[config.mk]
export PLATFORM = sky130hd
export DESIGN_NAME = qs_cell
export DESIGN_NICKNAME = d
export VERILOG_FILES = /design/src/rtl/qs_pkg.sv /design/src/rtl/qs_cell.sv
export SDC_FILE = /design/constraint.sdc
export NUM_CORES = 1
export LEC_CHECK = 0
export BUFFER_PORTS_ARGS = -buffer_cell sky130_fd_sc_hd__buf_2
export CAP_MARGIN = 20
export CORE_MARGIN = 2
export CORE_UTILIZATION = 41
export DETAILED_ROUTE_END_ITERATION = 6
export GPL_TIMING_DRIVEN = 0
export MAX_ROUTING_LAYER = met4
export PLACE_DENSITY = 0.86
export SLEW_MARGIN = 20
export SYNTH_ARGS = -nofsm -noshare
export SYNTH_HDL_FRONTEND = slang
export SYNTH_SLANG_ARGS = --single-unit
[constraint.sdc]
create_clock -name clk -period 3.3 [get_ports clk]
set_clock_uncertainty 0.15 [all_clocks]
set_input_delay 0.825 -clock clk [delete_from_list [all_inputs] [get_ports clk]]
set_output_delay 0.825 -clock clk [all_outputs]
set_load 0.01 [all_outputs]
[src/rtl/qs_pkg.sv]
// ----------------------------------------------------------------------------
// qs_pkg
// Shared word type and per-cell control bundle for the sorting cell chain.
// ----------------------------------------------------------------------------
package qs_pkg;

  localparam int unsigned DATA_W = 32;

  typedef logic signed [DATA_W-1:0] data_t;

  typedef struct packed {
    logic insert;
    logic shift;
  } cell_ctrl_t;

endpackage

[src/rtl/qs_cell.sv]
// ----------------------------------------------------------------------------
// qs_cell
// One sorting cell: holds one word, takes part in ordered insertion and
// hands its word to the lower neighbor while draining.
// ----------------------------------------------------------------------------
module qs_cell (
  input  logic               clk,
  input  logic               rst,
  input  qs_pkg::cell_ctrl_t ctrl,
  input  qs_pkg::data_t      ins_word,
  input  qs_pkg::data_t      prev_word,
  input  logic               prev_occ,
  input  logic               prev_ins,
  input  qs_pkg::data_t      next_word,
  input  logic               next_occ,
  output qs_pkg::data_t      word,
  output logic               occ,
  output logic               ins
);

  assign ins = !occ || (ins_word < word);

  always_ff @(posedge clk) begin
    if (rst) begin
      occ <= 1'b0;
    end else if (ctrl.shift) begin
      occ <= next_occ;
    end else if (ctrl.insert && ins) begin
      occ <= occ | prev_occ;
    end
  end

  always_ff @(posedge clk) begin
    if (ctrl.shift) begin
      word <= next_word;
    end else if (ctrl.insert && ins) begin
      word <= prev_ins ? prev_word : ins_word;
    end
  end

endmodule

-- Word-level counts from Yosys, hierarchy flattened
Cells that the tools add are included.
Widths: inputs -> output; s select.
- output and inout bits: 34
- logic and storage cells: 13
- bits in latches: 0
- memories kept: 0
- bits in read-only memories: 0
- RAM bits: 0
- bits in registers: 33
- multiplexer cells: 5
- bitwise logic cells: 1
- div/mod/pow operators: 0
- multipliers: 0
- add/subtract/negate cells: 0
- equality and inequality tests: 0
- reduce and logical (&&, ||, !) cells: 4
- magnitude comparators: 1
- shift-type cells: 0
- operators by type and width (cell ; count):
    $mux 32 ; 3
    $lt 32x32->1 ; 1
    $mux 1 ; 2
    $reduce_bool 2->1 ; 1
    $logic_and 1x1->1 ; 1
    $logic_not 1->1 ; 1
    $logic_or 1x1->1 ; 1
    $or 1x1->1 ; 1

-- Logic depth before layout (Yosys ltp)
Gate-level depths: netlist of the first run.
- depth in word-level cells: 5
- mapped depth: 8
- gate-level depth less buffers: 8

-- Worst setup path before layout of the first run
No wires, ideal clock.
- kind: input to output
- from: in ins_word[7]
- to: out ins
- data required time: 2.325 ns
- arrival time: 2.296 ns
- slack: 0.029 ns
- stages: 6
- buffers on the path: 0
- path through: ha_1 > nand4_1 > o311a_1 > o41ai_2 > a21oi_1 > mux2_4
- cells in the longest elaborated chain, start to end: 2
- ends and longest elaborated chain (what ; line ; text):
    start, declared ; qs_cell.sv:10 ; input qs_pkg::data_t ins_word,
    $lt 32x32->1 ; qs_cell.sv:21 ; assign ins = !occ || (ins_word < word);
    $logic_or 1x1->1 ; qs_cell.sv:21 ;
    end, declared ; qs_cell.sv:18 ; output logic ins
No other way between the ends.

-- Worst setup path in the final report of the first run
- from: in ins_word[2]
- to: out ins
The elaborated chain is that of the path after synthesis.

==> flow_summary_export.csv, run 1 <==
group,metric,value,unit
clock_tree,ctsHtreeMaxLevel,2,
detailed_routing,drc,0,
critical_path,cpMaxStageDelayCell,"o311a_1",
die,die_width,82.2,um
clock_tree,cts_buffer_depth,2,
timing,worstMarginPinSlew,472,ps
logic_synthesis,synth-compound-area-share,0.138,
timing,slew_violations,0,
critical_path,worstPathCellList,"buf_8 > ha_4 > a211o_1 > a31oi_1 > o311a_1 > o41ai_4 > a21oi_2 > mux2_4 > buf_6",
logic_synthesis,syn_inst,265,
logic_synthesis,synth-simple-area-share,0.116,
layout,fin_nets,542,
timing,finalHoldViolations,0,
grt,globalRoute.totalOverflow,0,
grt,antenna_found_initial,0,
detailed_routing,viasPerCell,5.08,
logic_synthesis,synth_area,2500,sq um
placed_design,dp_slack,-471,ps
layout,synthToLayoutAreaGrowth,39.1,%
clock_tree,insertion_delay,280,ps
die,rows,28,
timing,maxSlewHeadroom,0.686,
detailed_routing,dr.pass1.iters,4,
critical_path,path_delay_family,"compound AO/OA/AOI/OAI gates",
logic_synthesis,netlist.area_leader.share,0.384,
logic_synthesis,yosys.area_share.adder,0.155,
critical_path,worstSetupStartpointType,"input port",
clock_tree,cts_tree,"yes",
grt,grt_pass1_wl,10.4,mm
die,die_area,6750,sq um
pwr,p_leak,1.79,nW
layout,mostFrequentLayoutCell,"buf_2",
run_status,status,"finished with violations",
layout,num_antenna_cells,0,
run_status,violations,"negative setup slack",
grt,first_global_vias,2366,
logic_synthesis,synth.distinct_cells,29,
detailed_routing,drt_iter0_markers,64,
grt,busiest_layer,"met2",
clock_tree,cts_buffers,5,
die,ios,137,
placed_design,io_buffers,135,
timing,hold_ws,549,ps
timing,setup_viol,1,
pwr,peakVddDrop,0.239,mV
logic_synthesis,ys_ff_latch,33,
timing,period_needed,3590,ps
clock_tree,cts-root-buf,"clkbuf_8",
clock_tree,clock_sinks,33,
critical_path,endpoint_kind,"primary output",
die,die_h,82.2,um
pwr,power_density,363,nW/um^2
logic_synthesis,syn_area_per_cell,9.45,sq um
placed_design,hpwl,5.66,mm
critical_path,slowest_delay,410,ps
clock_tree,hold_buffers,0,
grt,track_usage,0.211,
placed_design,placed_area,3270,sq um
die,start_util,0.423,
logic_synthesis,yosys.area.top_type,"edfxtp_1",
detailed_routing,postRouteAntennaNets,0,
detailed_routing,num_vias,2458,
grt,use_met3,0.0370,
timing,maxClockFrequency,0.279,GHz
layout,layout-drive-gt1-share,0.389,
layout,final_cell_mix,"buf_2 (136), nand2_1 (41), o21ai_0 (35)",
logic_synthesis,yosys_warnings,0,
die,core-area,5920,sq um
timing,postLayoutSetupSlackWorst,-287,ps
grt,grt_max_degree,33,
logic_synthesis,synth_edf_count,32,
layout,final_area,3480,sq um
pwr,p_total,1.26,mW
timing,timing.final.crit_share,1.09,
logic_synthesis,synth_seq_area_share,0.392,
clock_tree,clk_pin_slew,70,ps
layout,final_util,0.589,
logic_synthesis,postSynthNetCount,399,
critical_path,crit_buf_inv,2,
critical_path,cp.required,2320,ps
detailed_routing,routed_wl,7.01,mm
grt,grt_use_met2,0.374,
detailed_routing,wl_per_cell,14.5,um
logic_synthesis,synthMuxAreaShare,0.134,
logic_synthesis,synth_xor_area_frac,0,
logic_synthesis,synth_top_family_by_area,"adder cells",
critical_path,critPathKind,"input port to primary output",
placed_design,gp_congestion,0.849,
logic_synthesis,async_reset_ff_frac,0,
logic_synthesis,synth.area.top_cells,"edfxtp_1 (38%), ha_1 (15%), mux2i_1 (13%)",
grt,grtUsageMet1,0.251,
critical_path,crit_arrival,2610,ps
timing,rsz0062_at_grt,"yes",
critical_path,critPathMaxFanout,2,
run,drv_cap,0,
logic_synthesis,synth-main-ff-cell,"edfxtp_1",
min_path,hp-class,"input port to flip-flop",
-- timing repair --
item	in CTS	in global routing
setup buffers	1	0
hold endpoints to repair	0	0
pin swaps	6	4
endpoints found under the setup margin	1	33
gates resized for setup	6	10
-- path summary, 6_finish.rpt --
check | startpoint | end | slack (ps) | cells after the start
setup / recovery | ins_word[2] | ins | -290 | 9
hold reg to reg | occ | occ | 570 | 4
setup reg to reg | word[23] | word[31] | 610 | 8
hold / removal | rst | occ | 550 | 2
-- cell usage after synthesis, types with 2 or more instances --
| cell | n |
|---|---|
| mux2i_1 | 32 |
| o21ai_1 | 2 |
| nor2_1 | 6 |
| ha_1 | 31 |
| buf_2 | 3 |
| a31oi_1 | 2 |
| or2b_1 | 2 |
| nand4_1 | 6 |
| o21ai_0 | 35 |
| clkbuf_1 | 8 |
| inv_1 | 32 |
| nand3_1 | 3 |
| a21oi_1 | 16 |
| edfxtp_1 | 32 |
| nand2_1 | 41 |
-- cells by family (layout without fill, tap and decap cells) --
kind of cell             Yosys count  after routing
AND/OR/NAND/NOR                   64             64
AO/OA/AOI/OAI                     61             61
buffers and inverters             43            187
multiplexers                      33             33
flip-flops                        33             33
adder cells (fa/ha/maj)           31             31
-- power by group --
| group | internal (mW) | total (mW) | switching, mW |
|---|---|---|---|
| sequential | 0.519 | 0.543 | 0.0232 |
| clock | 0.142 | 0.292 | 0.150 |
| combinational | 0.199 | 0.429 | 0.230 |
| total | 0.860 | 1.26 | 0.403 |
-- layout make-up --
| type | instances | area, sq um |
|---|---|---|
| Inverter | 32 | 120 |
| Buffer | 11 | 45.0 |
| Tap cell | 75 | 93.8 |
| Clock inverter | 3 | 12.5 |
| Fill cell | 540 | 2440 |
| Sequential cell | 33 | 981 |
| Multi-Input combinational cell | 189 | 1460 |
| Clock buffer | 5 | 68.8 |
| Timing Repair Buffer | 136 | 699 |
-- sequential cells by signal, summed over array words and instances (netlist names) --
signal  count
occ         1
word       32
-- metal layers --
| metal | wire [um] | vias up |
|---|---|---|
| li1 | - | 1228 |
| met1 | 2950 | 1125 |
| met2 | 3600 | 101 |
| met3 | 410 | 4 |
| met4 | 48 | 0 |
| met5 | 0 | - |
-- stage by stage --
| step | TNS, ps | std cells |
|---|---|---|
| floorplan | 0 | 265 |
| global placement | -12580 | 475 |
| detailed placement | -5990 | 475 |
| CTS | -286 | 484 |
| global route | -331 | 484 |
| finish | -287 | 484 |
No activity file was read; power rests on OpenSTA's default activity.
==> run 2: changes to the inputs <==
--- a/config.mk
+++ b/config.mk
@@ -8,11 +8,13 @@
 export BUFFER_PORTS_ARGS = -buffer_cell sky130_fd_sc_hd__buf_2
 export CAP_MARGIN = 20
 export CORE_MARGIN = 2
-export CORE_UTILIZATION = 41
+export CORE_UTILIZATION = 45
 export DETAILED_ROUTE_END_ITERATION = 6
 export GPL_TIMING_DRIVEN = 0
 export MAX_ROUTING_LAYER = met4
-export PLACE_DENSITY = 0.86
+export PLACE_DENSITY = 0.89
+export RECOVER_POWER = 25
+export SKIP_LAST_GASP = 1
 export SLEW_MARGIN = 20
 export SYNTH_ARGS = -nofsm -noshare
 export SYNTH_HDL_FRONTEND = slang
==> constraint.sdc (replaced) <==
create_clock -name clk -period 3.9 [get_ports clk]
set_clock_uncertainty 0.15 [all_clocks]
set_input_delay 0.975 -clock clk [delete_from_list [all_inputs] [get_ports clk]]
set_output_delay 0.975 -clock clk [all_outputs]
set_load 0.01 [all_outputs]
==> run 2 against run 1 <==
Effect of this change: the flow still finishes with violations (negative setup slack); die area decreased by 8.5%; via count rose by 2.7%; combinational power down 16%; first-iteration DRC count grew 61%; critical endpoint unchanged; largest power group unchanged; highest routed layer unchanged.
==> flow_summary_export.csv, run 2 (synthesis gave the netlist of run 1 again) <==
group,metric,value,unit
run_status,status,"finished with violations",
run_status,violations,"negative setup slack",
grt,track_usage,0.235,
layout,fin_nets,543,
min_path,hp-class,"flip-flop to flip-flop",
placed_design,io_buffers,135,
grt,first_global_vias,2492,
detailed_routing,viasPerCell,5.24,
layout,final_util,0.636,
pwr,peakVddDrop,0.208,mV
die,rows,27,
detailed_routing,drc,0,
die,start_util,0.461,
grt,antenna_found_initial,0,
die,core-area,5440,sq um
clock_tree,hold_buffers,0,
timing,worstMarginPinSlew,893,ps
grt,grt_use_met2,0.434,
timing,setup_viol,1,
clock_tree,cts-root-buf,"clkbuf_8",
critical_path,worstSetupStartpointType,"input port",
placed_design,dp_slack,-128,ps
detailed_routing,dr.pass1.iters,4,
clock_tree,cts_tree,"yes",
layout,final_cell_mix,"buf_2 (109), nand2_1 (41), o21ai_0 (35)",
layout,mostFrequentLayoutCell,"buf_2",
run,drv_cap,0,
timing,slew_violations,0,
detailed_routing,postRouteAntennaNets,0,
timing,timing.final.crit_share,1.01,
timing,maxSlewHeadroom,0.405,
layout,regMostFlops,"word",
detailed_routing,num_vias,2525,
pwr,power_density,310,nW/um^2
critical_path,critPathKind,"input port to primary output",
placed_design,hpwl,5.67,mm
timing,maxClockFrequency,0.255,GHz
clock_tree,cts_buffer_depth,2,
clock_tree,clk_pin_slew,70,ps
layout,reg.largest.list,"word: 32 flops, occ: 1 flops",
pwr,p_total,1.07,mW
grt,grt_max_degree,33,
critical_path,crit_arrival,2800,ps
die,die_area,6180,sq um
critical_path,endpoint_kind,"primary output",
layout,layout-drive-gt1-share,0.327,
die,die_width,78.6,um
detailed_routing,drt_iter0_markers,103,
layout,synthToLayoutAreaGrowth,38.0,%
clock_tree,cts_buffers,5,
clock_tree,insertion_delay,280,ps
clock_tree,clock_sinks,33,
die,ios,137,
pwr,p_leak,1.73,nW
layout,num_antenna_cells,0,
grt,use_met3,0.0241,
critical_path,critPathMaxFanout,2,
die,die_h,78.6,um
timing,fin_tns_setup,-22.8,ps
layout,largest_reg_flops,32,
timing,finalHoldViolations,0,
grt,grt_pass1_wl,11.1,mm
clock_tree,ctsHtreeMaxLevel,2,
detailed_routing,wl_per_cell,15.3,um
grt,busiest_layer,"met2",
timing,postLayoutSetupSlackWorst,-22.8,ps
timing,rsz0062_at_grt,"yes",
placed_design,gp_congestion,0.777,
timing,period_needed,3920,ps
grt,grtUsageMet1,0.266,
grt,globalRoute.totalOverflow,0,
critical_path,cp.required,2770,ps
detailed_routing,routed_wl,7.36,mm
==> run 2: cell types whose count changed in the layout (fill, tap and decap cells not counted), sizes merged <==
cell,previous run,this run
buf,139,117
clkbuf,13,36
==> run 2: what timing repair did <==
action / 4_1_cts / 5_1_grt
setup endpoints to repair: 1 / 1
resized for setup: 2 / 18
pin swaps: 2 / 11
buffers inserted: 0 / 2
==> run 2: where the power goes <==
group	leakage [nW]	internal (mW)	switching [mW]
Sequential	0.338	0.440	0.0226
Combinational	1.35	0.163	0.196
Clock	0.0430	0.120	0.129
==> run 2: worst max-delay path, stage by stage <==
cell     delay, ps
buf_6          100
ha_4           260
nand4_1        100
o311a_1        410
o41ai_4        390
a21oi_2        110
mux2_4         320
buf_6          120
==> run 2: through the flow <==
step | instance area (sq um) | instances | hold WS, ps
after floorplan | 2500 | 265 | 521
after global placement | 3270 | 472 | 518
after detailed placement | 3270 | 472 | 538
after CTS | 3370 | 480 | 559
after global routing | 3460 | 482 | 624
final | 3460 | 482 | 555
==> run 2: per-layer routing <==
layer | vias up | share of wire
li1 | 1239 | -
met1 | 1173 | 0.40
met2 | 99 | 0.54
met3 | 14 | 0.043
met4 | 0 | 0.021
met5 | - | 0
==> run 2: final timing paths <==
path | start | end | slack (ps) | cells past startpoint
hold / removal | occ | occ | 550 | 4
setup reg to reg | word[2] | word[14] | 910 | 9
hold reg to reg | occ | occ | 550 | 4
setup / recovery | ins_word[6] | ins | -20 | 8
==> run 2: layout make-up <==
type / count / area (sq um)
fillers: 473 / 1980
multi-input cells: 189 / 1440
flip-flops and latches: 33 / 981
repair buffers: 137 / 703
inverters: 32 / 120
well taps: 72 / 90.1
clock buffers: 5 / 68.8
plain buffers: 11 / 45.0
clock inverters: 3 / 12.5
